$ cat src/rtl/core/wavhp_pkg.sv
package wavhp_pkg;

  // Result codes
  typedef enum logic [1:0] {
    KIND_ACCEPT = 2'd0,
    KIND_REJECT = 2'd1,
    KIND_SAMPLE = 2'd2
  } kind_t;

  // fmt chunk format tags
  localparam logic [15:0] TAG_PCM        = 16'h0001;
  localparam logic [15:0] TAG_EXTENSIBLE = 16'hFFFE;

  // One result item plus its valid flag, parser -> output stage
  typedef struct packed {
    logic               valid;
    kind_t              kind;
    logic signed [15:0] sample;
    logic [15:0]        channel_count;
    logic [31:0]        sample_rate;
    logic [30:0]        total_samples;
    logic               last;
  } res_t;

endpackage

$ cat src/rtl/core/wavhp_ifs.sv
interface wavhp_byte_if;
  logic       valid;
  logic       ready;
  logic [7:0] byte_in;
  logic       restart;
  logic       stream_end;

  modport source (output valid, output byte_in, output restart, output stream_end,
                  input ready);
  modport sink   (input valid, input byte_in, input restart, input stream_end,
                  output ready);
endinterface

interface wavhp_res_if;
  logic               valid;
  logic               ready;
  logic [1:0]         kind;
  logic signed [15:0] sample;
  logic [15:0]        channel_count;
  logic [31:0]        sample_rate;
  logic [30:0]        total_samples;
  logic               last;

  modport source (output valid, output kind, output sample, output channel_count,
                  output sample_rate, output total_samples, output last,
                  input ready);
  modport sink   (input valid, input kind, input sample, input channel_count,
                  input sample_rate, input total_samples, input last,
                  output ready);
endinterface

$ cat src/rtl/core/wavhp_parse.sv
module wavhp_parse (
  input  logic              clk,
  input  logic              rst,
  input  logic              take,
  input  logic [7:0]        byte_in,
  input  logic              restart,
  input  logic              stream_end,
  output wavhp_pkg::res_t   res
);

  typedef enum logic [2:0] {
    PH_MAIN,
    PH_EXTLEN,
    PH_EXTSKIP,
    PH_FACTHDR,
    PH_FACTSKIP,
    PH_DATAHDR,
    PH_SAMPLES,
    PH_DONE
  } phase_t;

  typedef struct packed {
    phase_t      phase;
    logic [5:0]  pos;
    logic [31:0] skip;
    logic [31:0] fmt_len;
    logic [15:0] fmt_code;
    logic [15:0] chans;
    logic [31:0] rate;
    logic [15:0] bits;
    logic [31:0] payload;
    logic        id_ok;
    logic        fact_ok;
    logic [30:0] left;
    logic [7:0]  hold;
  } pstate_t;

  // chunk ids, byte 0 in the low lane
  localparam logic [31:0] ID_RIFF = 32'h4646_4952;
  localparam logic [31:0] ID_WAVE = 32'h4556_4157;
  localparam logic [31:0] ID_FMT  = 32'h2074_6D66;
  localparam logic [31:0] ID_DATA = 32'h6174_6164;
  localparam logic [31:0] ID_FACT = 32'h7463_6166;

  localparam logic [31:0] FMT_LEN_PCM    = 32'd16;

  localparam pstate_t PS_RESET = '{
    phase: PH_MAIN, pos: '0, skip: '0, fmt_len: '0, fmt_code: '0, chans: '0,
    rate: '0, bits: '0, payload: '0, id_ok: 1'b1, fact_ok: 1'b1, left: '0,
    hold: '0
  };

  pstate_t          st;
  pstate_t          st_next;
  pstate_t          cur;
  logic             emit;
  logic             hdr;
  logic             go_fmt;
  wavhp_pkg::kind_t rkind;
  logic [15:0]      smp;
  logic             rlast;

  always_comb begin
    cur     = restart ? PS_RESET : st;
    st_next = cur;
    emit    = 1'b0;
    hdr     = 1'b0;
    go_fmt  = 1'b0;
    rkind   = wavhp_pkg::KIND_ACCEPT;
    smp     = '0;
    rlast   = 1'b0;

    unique case (cur.phase)
      PH_MAIN: begin
        if (cur.pos < 6'd4) begin
          if (byte_in != ID_RIFF[8*cur.pos[1:0] +: 8]) st_next.id_ok = 1'b0;
        end else if (cur.pos >= 6'd8 && cur.pos < 6'd12) begin
          if (byte_in != ID_WAVE[8*cur.pos[1:0] +: 8]) st_next.id_ok = 1'b0;
        end else if (cur.pos >= 6'd12 && cur.pos < 6'd16) begin
          if (byte_in != ID_FMT[8*cur.pos[1:0] +: 8]) st_next.id_ok = 1'b0;
        end else if (cur.pos >= 6'd16 && cur.pos < 6'd20) begin
          st_next.fmt_len[8*cur.pos[1:0] +: 8] = cur.fmt_len[8*cur.pos[1:0] +: 8] | byte_in;
        end else if (cur.pos >= 6'd20 && cur.pos < 6'd22) begin
          st_next.fmt_code[8*cur.pos[0] +: 8] = cur.fmt_code[8*cur.pos[0] +: 8] | byte_in;
        end else if (cur.pos >= 6'd22 && cur.pos < 6'd24) begin
          st_next.chans[8*cur.pos[0] +: 8] = cur.chans[8*cur.pos[0] +: 8] | byte_in;
        end else if (cur.pos >= 6'd24 && cur.pos < 6'd28) begin
          st_next.rate[8*cur.pos[1:0] +: 8] = cur.rate[8*cur.pos[1:0] +: 8] | byte_in;
        end else if (cur.pos >= 6'd34 && cur.pos < 6'd36) begin
          st_next.bits[8*cur.pos[0] +: 8] = cur.bits[8*cur.pos[0] +: 8] | byte_in;
        end
        if (cur.pos >= 6'd35) begin
          if (st_next.fmt_len < FMT_LEN_PCM) begin
            emit          = 1'b1;
            rkind         = wavhp_pkg::KIND_REJECT;
            st_next.phase = PH_DONE;
          end else if (st_next.fmt_len != FMT_LEN_PCM) begin
            st_next.phase = PH_EXTLEN;
            st_next.pos   = '0;
          end else begin
            go_fmt = 1'b1;
          end
        end else begin
          st_next.pos = cur.pos + 6'd1;
        end
      end
      PH_EXTLEN: begin
        if (cur.pos == 6'd0) begin
          st_next.hold = byte_in;
          st_next.pos  = 6'd1;
        end else if (byte_in[7]) begin
          // negative extension length
          emit          = 1'b1;
          rkind         = wavhp_pkg::KIND_REJECT;
          st_next.phase = PH_DONE;
        end else begin
          st_next.skip = {16'h0000, byte_in, cur.hold};
          if (st_next.skip == 32'd0) go_fmt = 1'b1;
          else st_next.phase = PH_EXTSKIP;
        end
      end
      PH_EXTSKIP: begin
        st_next.skip = cur.skip - 32'd1;
        if (st_next.skip == 32'd0) go_fmt = 1'b1;
      end
      PH_FACTHDR: begin
        if (cur.pos < 6'd4) begin
          if (byte_in != ID_FACT[8*cur.pos[1:0] +: 8]) st_next.fact_ok = 1'b0;
        end else begin
          st_next.skip[8*cur.pos[1:0] +: 8] = cur.skip[8*cur.pos[1:0] +: 8] | byte_in;
        end
        if (cur.pos >= 6'd7) begin
          if (!st_next.fact_ok) begin
            emit          = 1'b1;
            rkind         = wavhp_pkg::KIND_REJECT;
            st_next.phase = PH_DONE;
          end else begin
            st_next.pos   = '0;
            st_next.phase = (st_next.skip == 32'd0) ? PH_DATAHDR : PH_FACTSKIP;
          end
        end else begin
          if (cur.pos == 6'd3) st_next.skip = '0;
          st_next.pos = cur.pos + 6'd1;
        end
      end
      PH_FACTSKIP: begin
        st_next.skip = cur.skip - 32'd1;
        if (st_next.skip == 32'd0) begin
          st_next.phase = PH_DATAHDR;
          st_next.pos   = '0;
        end
      end
      PH_DATAHDR: begin
        if (cur.pos < 6'd4) begin
          if (byte_in != ID_DATA[8*cur.pos[1:0] +: 8]) st_next.id_ok = 1'b0;
        end else begin
          st_next.payload[8*cur.pos[1:0] +: 8] =
            cur.payload[8*cur.pos[1:0] +: 8] | byte_in;
        end
        if (cur.pos < 6'd7) begin
          st_next.pos = cur.pos + 6'd1;
        end else if (!st_next.id_ok || st_next.bits[15:3] != 13'd2 ||
                     st_next.chans == 16'd0 || st_next.payload[0] ||
                     st_next.payload[31:1] == 31'd0 ||
                     (st_next.fmt_code != wavhp_pkg::TAG_PCM &&
                      st_next.fmt_code != wavhp_pkg::TAG_EXTENSIBLE)) begin
          emit          = 1'b1;
          rkind         = wavhp_pkg::KIND_REJECT;
          st_next.phase = PH_DONE;
        end else begin
          st_next.left  = st_next.payload[31:1];
          st_next.phase = PH_SAMPLES;
          st_next.pos   = '0;
          emit          = 1'b1;
          hdr           = 1'b1;
          rkind         = wavhp_pkg::KIND_ACCEPT;
        end
      end
      PH_SAMPLES: begin
        if (cur.pos == 6'd0) begin
          st_next.hold = byte_in;
          st_next.pos  = 6'd1;
        end else begin
          st_next.pos  = '0;
          st_next.left = cur.left - 31'd1;
          if (st_next.left == 31'd0) st_next.phase = PH_DONE;
          emit  = 1'b1;
          hdr   = 1'b1;
          rkind = wavhp_pkg::KIND_SAMPLE;
          smp   = {byte_in, cur.hold};
          rlast = (st_next.left == 31'd0);
        end
      end
      PH_DONE: begin
      end
    endcase

    // fmt chunk finished: fact chunk for the extensible tag, else data
    if (go_fmt) begin
      st_next.pos = '0;
      if (st_next.fmt_code == wavhp_pkg::TAG_EXTENSIBLE) begin
        st_next.phase   = PH_FACTHDR;
        st_next.fact_ok = 1'b1;
      end else begin
        st_next.phase = PH_DATAHDR;
      end
    end

    // truncated before the verdict rejects; any stream end closes the file
    if (stream_end) begin
      if (!emit && st_next.phase <= PH_DATAHDR) begin
        emit  = 1'b1;
        hdr   = 1'b0;
        rkind = wavhp_pkg::KIND_REJECT;
      end
      st_next.phase = PH_DONE;
    end
  end

  always_ff @(posedge clk) begin
    if (rst) begin
      st <= PS_RESET;
    end else if (take) begin
      st <= st_next;
    end
  end

  assign res.valid         = take && emit;
  assign res.kind          = rkind;
  assign res.sample        = smp;
  assign res.channel_count = hdr ? st_next.chans : 16'd0;
  assign res.sample_rate   = hdr ? st_next.rate : 32'd0;
  assign res.total_samples = hdr ? st_next.payload[31:1] : 31'd0;
  assign res.last          = rlast;

  a_done_silent: assert property (@(posedge clk) disable iff (rst)
    (take && !restart && st.phase == PH_DONE) |-> !res.valid)
    else $error("result produced after verdict");

  a_sample_phase: assert property (@(posedge clk) disable iff (rst)
    (res.valid && res.kind == wavhp_pkg::KIND_SAMPLE) |-> (cur.phase == PH_SAMPLES))
    else $error("sample outside payload");

  a_last_ends: assert property (@(posedge clk) disable iff (rst)
    (res.valid && res.last) |=> (st.phase == PH_DONE))
    else $error("last sample did not close the file");

endmodule

$ cat src/rtl/core/wav_header_parser_pcm16.sv
// WAV header parser with 16-bit PCM sample extraction.
// Results are registered: into the output register, or the skid entry on a stall.
// Throughput: one byte per cycle while ready; the parse logic decodes each in one step.
// A stalled output keeps taking bytes until the two-entry output stage fills.
// Reset (rst, synchronous): parser back to the main header, output stage empty.
module wav_header_parser_pcm16 (
  input  logic        clk,
  input  logic        rst,
  wavhp_byte_if.sink  byte_ch,
  wavhp_res_if.source result_ch
);

  // parse result for the byte transferred this cycle
  wavhp_pkg::res_t res;
  // output register and skid entry
  wavhp_pkg::res_t outq;
  wavhp_pkg::res_t skid;
  logic            out_valid;
  logic            skid_valid;
  logic            take;

  // bytes keep flowing until the skid entry is occupied
  assign byte_ch.ready = !skid_valid;
  assign take          = byte_ch.valid && byte_ch.ready;

  wavhp_parse u_parse (
    .clk        (clk),
    .rst        (rst),
    .take       (take),
    .byte_in    (byte_ch.byte_in),
    .restart    (byte_ch.restart),
    .stream_end (byte_ch.stream_end),
    .res        (res)
  );

  // Output stage control: the skid entry fills only when the output register
  // is stalled, and drains into it on the next transfer.
  always_ff @(posedge clk) begin
    if (rst) begin
      out_valid  <= 1'b0;
      skid_valid <= 1'b0;
    end else if (!out_valid || result_ch.ready) begin
      if (skid_valid) begin
        out_valid  <= 1'b1;
        skid_valid <= 1'b0;
      end else begin
        out_valid <= res.valid;
      end
    end else if (res.valid) begin
      skid_valid <= 1'b1;
    end
  end

  // payload registers, no reset needed
  always_ff @(posedge clk) begin
    if (!out_valid || result_ch.ready) begin
      outq <= skid_valid ? skid : res;
    end else if (res.valid && !skid_valid) begin
      skid <= res;
    end
  end

  assign result_ch.valid         = out_valid;
  assign result_ch.kind          = outq.kind;
  assign result_ch.sample        = outq.sample;
  assign result_ch.channel_count = outq.channel_count;
  assign result_ch.sample_rate   = outq.sample_rate;
  assign result_ch.total_samples = outq.total_samples;
  assign result_ch.last          = outq.last;

  a_skid_behind_out: assert property (@(posedge clk) disable iff (rst)
    skid_valid |-> out_valid)
    else $error("skid entry held with empty output register");

  a_skid_on_stall: assert property (@(posedge clk) disable iff (rst)
    $rose(skid_valid) |-> $past(out_valid && !result_ch.ready && res.valid))
    else $error("skid entry filled without a stall");

  a_hold_on_stall: assert property (@(posedge clk) disable iff (rst)
    (out_valid && !result_ch.ready) |=> (out_valid && $stable(outq)))
    else $error("stalled result changed");

endmodule

$ cat src/flat_wrapper.sv
// flat-port wrapper written by rule: the top's interface ports become plain ports
module wav_header_parser_pcm16_flat 
  (clk, rst, byte_ch_valid, byte_ch_byte_in, byte_ch_restart, byte_ch_stream_end, byte_ch_ready, result_ch_valid, result_ch_kind, result_ch_sample, result_ch_channel_count, result_ch_sample_rate, result_ch_total_samples, result_ch_last, result_ch_ready);
  wavhp_byte_if byte_ch_i ();
  wavhp_res_if result_ch_i ();
  input  logic clk;
  input  logic rst;
  input wire logic [$bits(byte_ch_i.valid)-1:0] byte_ch_valid;
  input wire logic [$bits(byte_ch_i.byte_in)-1:0] byte_ch_byte_in;
  input wire logic [$bits(byte_ch_i.restart)-1:0] byte_ch_restart;
  input wire logic [$bits(byte_ch_i.stream_end)-1:0] byte_ch_stream_end;
  output wire logic [$bits(byte_ch_i.ready)-1:0] byte_ch_ready;
  output wire logic [$bits(result_ch_i.valid)-1:0] result_ch_valid;
  output wire logic [$bits(result_ch_i.kind)-1:0] result_ch_kind;
  output wire logic [$bits(result_ch_i.sample)-1:0] result_ch_sample;
  output wire logic [$bits(result_ch_i.channel_count)-1:0] result_ch_channel_count;
  output wire logic [$bits(result_ch_i.sample_rate)-1:0] result_ch_sample_rate;
  output wire logic [$bits(result_ch_i.total_samples)-1:0] result_ch_total_samples;
  output wire logic [$bits(result_ch_i.last)-1:0] result_ch_last;
  input wire logic [$bits(result_ch_i.ready)-1:0] result_ch_ready;
  assign byte_ch_i.valid = byte_ch_valid;
  assign byte_ch_i.byte_in = byte_ch_byte_in;
  assign byte_ch_i.restart = byte_ch_restart;
  assign byte_ch_i.stream_end = byte_ch_stream_end;
  assign byte_ch_ready = byte_ch_i.ready;
  assign result_ch_valid = result_ch_i.valid;
  assign result_ch_kind = result_ch_i.kind;
  assign result_ch_sample = result_ch_i.sample;
  assign result_ch_channel_count = result_ch_i.channel_count;
  assign result_ch_sample_rate = result_ch_i.sample_rate;
  assign result_ch_total_samples = result_ch_i.total_samples;
  assign result_ch_last = result_ch_i.last;
  assign result_ch_i.ready = result_ch_ready;
  wav_header_parser_pcm16 u_core (.clk(clk), .rst(rst), .byte_ch(byte_ch_i), .result_ch(result_ch_i));
endmodule
$ cat config.mk
export PLATFORM = sky130hd
export DESIGN_NAME = wav_header_parser_pcm16_flat
export DESIGN_NICKNAME = d
export VERILOG_FILES = /design/src/rtl/core/wavhp_pkg.sv /design/src/rtl/core/wavhp_ifs.sv /design/src/rtl/core/wavhp_parse.sv /design/src/rtl/core/wav_header_parser_pcm16.sv /design/src/flat_wrapper.sv
export SDC_FILE = /design/constraint.sdc
export NUM_CORES = 1
export LEC_CHECK = 0
export BUFFER_PORTS_ARGS = -buffer_cell sky130_fd_sc_hd__buf_2
export CORE_MARGIN = 8
export CORE_UTILIZATION = 57
export DETAILED_ROUTE_END_ITERATION = 7
export PLACE_DENSITY = 0.81
export SLEW_MARGIN = 15
export SYNTH_ARGS = -nofsm -noshare
export SYNTH_HDL_FRONTEND = slang
export SYNTH_SLANG_ARGS = --single-unit
export TNS_END_PERCENT = 30
$ cat constraint.sdc
create_clock -name clk -period 13.2 [get_ports clk]
set_input_delay 1.32 -clock clk [delete_from_list [all_inputs] [get_ports clk]]
set_output_delay 1.32 -clock clk [all_outputs]
set_load 0.05 [all_outputs]
# Word level (Yosys, flattened, before mapping)
# Index checks and enable logic that the tools add are counted.
# Widths: inputs -> output; s select.
# totals
elab_cells,257
output_inout_bits,100
regBits,424
input_bits,14
# op_classes
muxes,125
add_sub_neg,5
n_eq_ne,17
n_lt_le_gt_ge,20
reduce_logical,34
shifts,21
n_bitwise,8
# op_table
operator,count
$mux 112,5
$mux 32,12
$mux 226,1
$shiftx 32x6->8 const A,5
$shiftx 8x34->32,4
$bwmux 32,4
$shiftx 32x6->8,4
$mux 31,4
$mux 16,7
$shiftx 8x34->16,3
$mux 98,1
$pmux 32 s3,1
$mux 80,1
$logic_not 32->1,2
$mux 64,1
$logic_not 31->1,2
$pmux 31 s2,1
$or 8x8->8,7
$pmux 9 s6,1
$mux 1,50
$bwmux 16,3
$mux 48,1
$shiftx 16x5->8,3
$mux 6,7
other kinds (44),100

# Logic depth before layout (Yosys ltp)
# depth
word_depth,27
depth_mapped,26
ltp_nobuf,12

# Cells and area by module
# From an unflattened synthesis, not the netlist that was laid out.
# hier_totals
hier_cells,2677
hier_area_um2,24378.4
# modules_own_cells
module,instances,cells_each,area_each_um2,seq_area_each_um2
wavhp_parse,1,2363,17200.2,4524.3
wav_header_parser_pcm16,1,314,7178.1,5925.7

# Least setup slack after synthesis
# No wires, ideal clock.
# synth_timing
path_type,in2reg
from,input port byte_ch_restart
to,"register u_core.skid[0] (netlist bit), enable pin"
path_buffers,12
arrival_time_ns,12.803
required_ns,12.505
setup_slack_ns,-0.299
setup_ns,0.695
stages,22
cell_sequence,buf_2 > buf_2 > buf_6 > buf_2 > buf_2 > buf_2 > buf_2 > clkbuf_1 > clkbuf_1 > clkbuf_1 > clkbuf_1 > nand2b_1 > ha_1 > clkbuf_1 > nand2b_1 > nor3b_1 > a32oi_1 > nand4_1 > a2111oi_2 > nand4_1 > nand4_1 > nor3b_1
# synth_via
elab_chain_cells,23
# synth_rtl
item,line,text
start: declaration,flat_wrapper.sv:10,input wire logic [$bits(byte_ch_i.restart)-1:0] byte_ch_restart;
$mux 226 *,wavhp_parse.sv:64,cur = restart ? PS_RESET : st;
branches (longest 18 deep; another with $lt 32x5->1),n/a,
$mux 1 *,wavhp_parse.sv:210,if (stream_end) begin
$logic_and 1x1->1 *,wavhp_parse.sv:228,assign res.valid = take && emit;
$logic_and 1x1->1 *,wav_header_parser_pcm16.sv:58,end else if (res.valid && !skid_valid) begin
$reduce_and 2->1 (no line) *,n/a,
end signal: assignment,wav_header_parser_pcm16.sv:59,skid <= res;
end: declaration,wav_header_parser_pcm16.sv:17,wavhp_pkg::res_t skid;
# Every way passes the cells marked *. The select of a mux whose other input is x is not followed.
# A chain may end at the register's enable or synchronous reset.

==> run_results.csv <==
group,metric,value,unit
global_routing,grt_overflow,0,
clock_tree,numCtsBuffers,45,
drt,wirelength,91600,um
global_routing,grt_pass1_vias,22300,
cells_and_area,antennaDiodeCount,0,
die,core_area,0.0429,sq mm
yosys,synth_cell_types,109,
power_and_ir_drop,clkPwrFrac,42.7,%
cells_and_area,finish.instance_area,0.0270,sq mm
drt,vias,24400,
outcome,outcome,"finished, violations left",
clock_tree,cts_sinks,424,
power_and_ir_drop,worst_ir_drop_vdd,0.107,mV
global_routing,grt_max_degree,108,
sta,fmax,141,MHz
yosys,synth-seq-area-share,42.4,%
cells_and_area,final_cells,3407,
power_and_ir_drop,combPwrFrac,13.4,%
yosys,async_flop_share,0,%
clock_tree,cts_tree,"yes",
cells_and_area,fillCellCount,3600,
clock_tree,cts_setup_buffers,0,
drt,drtAntennaViolNets,0,
drt,route.detailed.drc,1,
setup_path,crit_type,"in -> reg",
die,row_count,76,
sta,fin_tns_setup,0,ns
placed_design,place_ws,5.89,ns
die,die_h,224,um
drt,viasPerCell,7.16,
sta,layout_min_cycle_time,7.11,ns
yosys,syn_area_per_cell,8.75,sq um
clock_tree,clk_path_buf_depth,3,
cells_and_area,drive_above_1_share,12.2,%
setup_path,path_buf_inv,3,
setup_path,cp_data_arrival_time,7.57,ns
die,fp.dieW,224,um
yosys,synth_flop_cell,"dfxtp_1",
clock_tree,clkLatencyLatePin,0.61,ns
power_and_ir_drop,finalPower,3250,uW
power_and_ir_drop,seq_power_share,44.0,%
min_path,hold_path_class,"reg -> reg",
yosys,synth_edf_count,196,
job,maxCapViolCount,0,
outcome,violations,"DRC",
global_routing,grt_pass1_wl,138000,um
clock_tree,h-tree-depth,2,
drt,drt-initial-drc-count,4009,
setup_path,crit_path_max_incr_delay,0.97,ns
setup_path,worst-path-max-fanout,47,
sta,fin_skew,0.0433,ns
cells_and_area,final_cell_mix,"nor2_1, nand2_1, a22oi_1, dfxtp_1, edfxtp_1",
setup_path,crit_top_cell,"buf_4",
die,ioPinCount,114,
sta,relSlewSlack,12.8,%
power_and_ir_drop,swShare,28.2,%
die,die_area,0.0502,sq mm
global_routing,grt_use_total,35.0,%
yosys,synth_area,0.0247,sq mm
power_and_ir_drop,p_int,2330,uW
cells_and_area,nNetsFinal,2811,
clock_tree,clock_tree.root_cell,"clkbuf_16",
yosys,synth_nets,2845,
die,initial_core_util,57.5,%
sta,rsz0062_at_grt,"false",
setup_path,cp_top_family,"simple AND/OR/NAND/NOR gates",
sta,setup_viol_count_final,0,
placed_design,place_congestion,0.982,
drt,wire_per_inst,26.9,um
sta,finalCritPeriodShare,53.8,%
setup_path,cp_slowest_cell,"nor4b_2",
setup_path,cp-end-kind,"flip-flop",
yosys,synthCells,2819,
placed_design,placed_cells,3323,
cells_and_area,areaGrowthSynthToFinish,9.50,%
clock_tree,ctsResizeCount,0,
sta,hold_viol_final,0,
power_and_ir_drop,leakage,0.00935,uW
clock_tree,clk_pin_slew,0.06,ns
clock_tree,holdBufCountCts,0,
setup_path,start_kind,"input pin",
sta,tightest_slew,1.30,ns
sta,finalMaxSlewViolations,0,
power_and_ir_drop,p_switching,916,uW
setup_path,worstPathRequired,13.67,ns
placed_design,place_area,0.0253,sq mm
drt,drtPass1Iterations,8,
yosys,yosys_warnings,0,
global_routing,grt_antenna_before_repair,0,
sta,fin_ws,6.09,ns
yosys,synth_seq_cells,424,
placed_design,dpl.hpwl,63300,um
setup_path,path_cells,"buf_4 > nor2b_1 > buf_4 > inv_2 > ha_1 > nor4b_2 > nand3_1 > o2bb2ai_1 > and4b_1 > and4bb_2 > a21boi_2 > nor2_4 > a211oi_1 > mux2_2",
cells_and_area,final_common_cell,"nor2_1",
power_and_ir_drop,p_per_area,120,mW/mm^2
placed_design,portBuffers,113,
-- power groups by stage --
stage / clock network, uW / registers [uW] / logic [uW]
after floorplan: 0 / 1480 / 268
after global placement: 0 / 1450 / 417
after detailed placement: 0 / 1450 / 417
after CTS: 1390 / 1430 / 419
after global routing: 1440 / 1430 / 456
final: 1390 / 1430 / 435
-- layer usage --
metal,up-vias,share of wire (%),GRT usage (%)
li1,10600,-,-
met1,11600,40,47.9
met2,1835,43,51.5
met3,338,13,8.51
met4,0,5.2,16.6
met5,-,0,0
-- worst paths after layout --
kind                                             start                                 end  slack, ns  cells past startpoint
worst max-delay path                   byte_ch_restart  u_core.result_ch.total_samples[23]       6.09                     14
worst min-delay path             u_core.u_parse.st[74]               u_core.u_parse.st[74]       0.50                      2
worst max register to register  u_core.u_parse.st[217]  u_core.result_ch.total_samples[23]       6.61                     12
worst min register to register   u_core.u_parse.st[74]               u_core.u_parse.st[74]       0.50                      2
-- area by class of cell --
| cell class | instances | area, sq um | share of cell area [%] |
|---|---|---|---|
| Multi-Input combinational cell | 2127 | 13200 | 48.7 |
| Sequential cell | 424 | 10500 | 38.7 |
| Clock buffer | 62 | 1360 | 5.02 |
| Timing Repair Buffer | 159 | 920 | 3.40 |
| Tap cell | 585 | 732 | 2.71 |
| Clock inverter | 22 | 285 | 1.06 |
| Inverter | 28 | 106 | 0.394 |
-- synthesized netlist by cell type, types with 38 or more instances --
master      n  share of area [%]
o31ai_1    86                2.6
nand2_1   265                4.0
nor3_1     76                1.5
nand3_1    44               0.89
o21ai_0   121                2.5
nor2_1    424                6.5
buf_2      38               0.77
mux2i_1    51                2.1
nor4_1     48                1.2
clkbuf_1  159                2.4
edfxtp_1  196                 24
a21oi_1   135                2.7
dfxtp_1   228                 19
a22oi_1   237                7.2
-- cell families (layout without fill, tap and decap cells) --
kind of cell	count (synthesis)	after routing	synth area share (%)
compound gates	881	881	25.2
xor+xnor	49	49	1.80
flops	424	424	42.4
mux	87	87	4.12
simple gates	1098	1098	21.3
buf+inv	268	271	4.68
fa+ha+maj	12	12	0.609
-- metrics by stage --
| step | util, % | hold slack [ns] |
|---|---|---|
| 6_report | 63.0 | 0.501 |
| 5_1_grt | 63.0 | 0.529 |
| 4_1_cts | 62.9 | 0.501 |
| 3_5_place_dp | 59.1 | 0.490 |
| 3_3_place_gp | 59.1 | 0.477 |
| 2_1_floorplan | - | 0.444 |
-- tightest hold or removal path, delay by kind of cell, from the launching register on --
family,cells,cell delay (ns)
AO/OA/AOI/OAI,1,0.06
flip-flops,1,0.32
AND/OR/NAND/NOR,1,0.08
-- sequential cells by signal, summed over array words and instances (netlist names) --
| name | flops |
|---|---|
| u_core.result_ch.sample | 16 |
| u_core.skid_valid | 1 |
| u_core.result_ch.sample_rate | 32 |
| u_core.skid | 98 |
| u_core.result_ch.total_samples | 31 |
| u_core.result_ch.last | 1 |
| u_core.result_ch.valid | 1 |
| u_core.u_parse.st | 226 |
| u_core.result_ch.channel_count | 16 |
| u_core.result_ch.kind | 2 |
(Power assumes the default switching activity.)
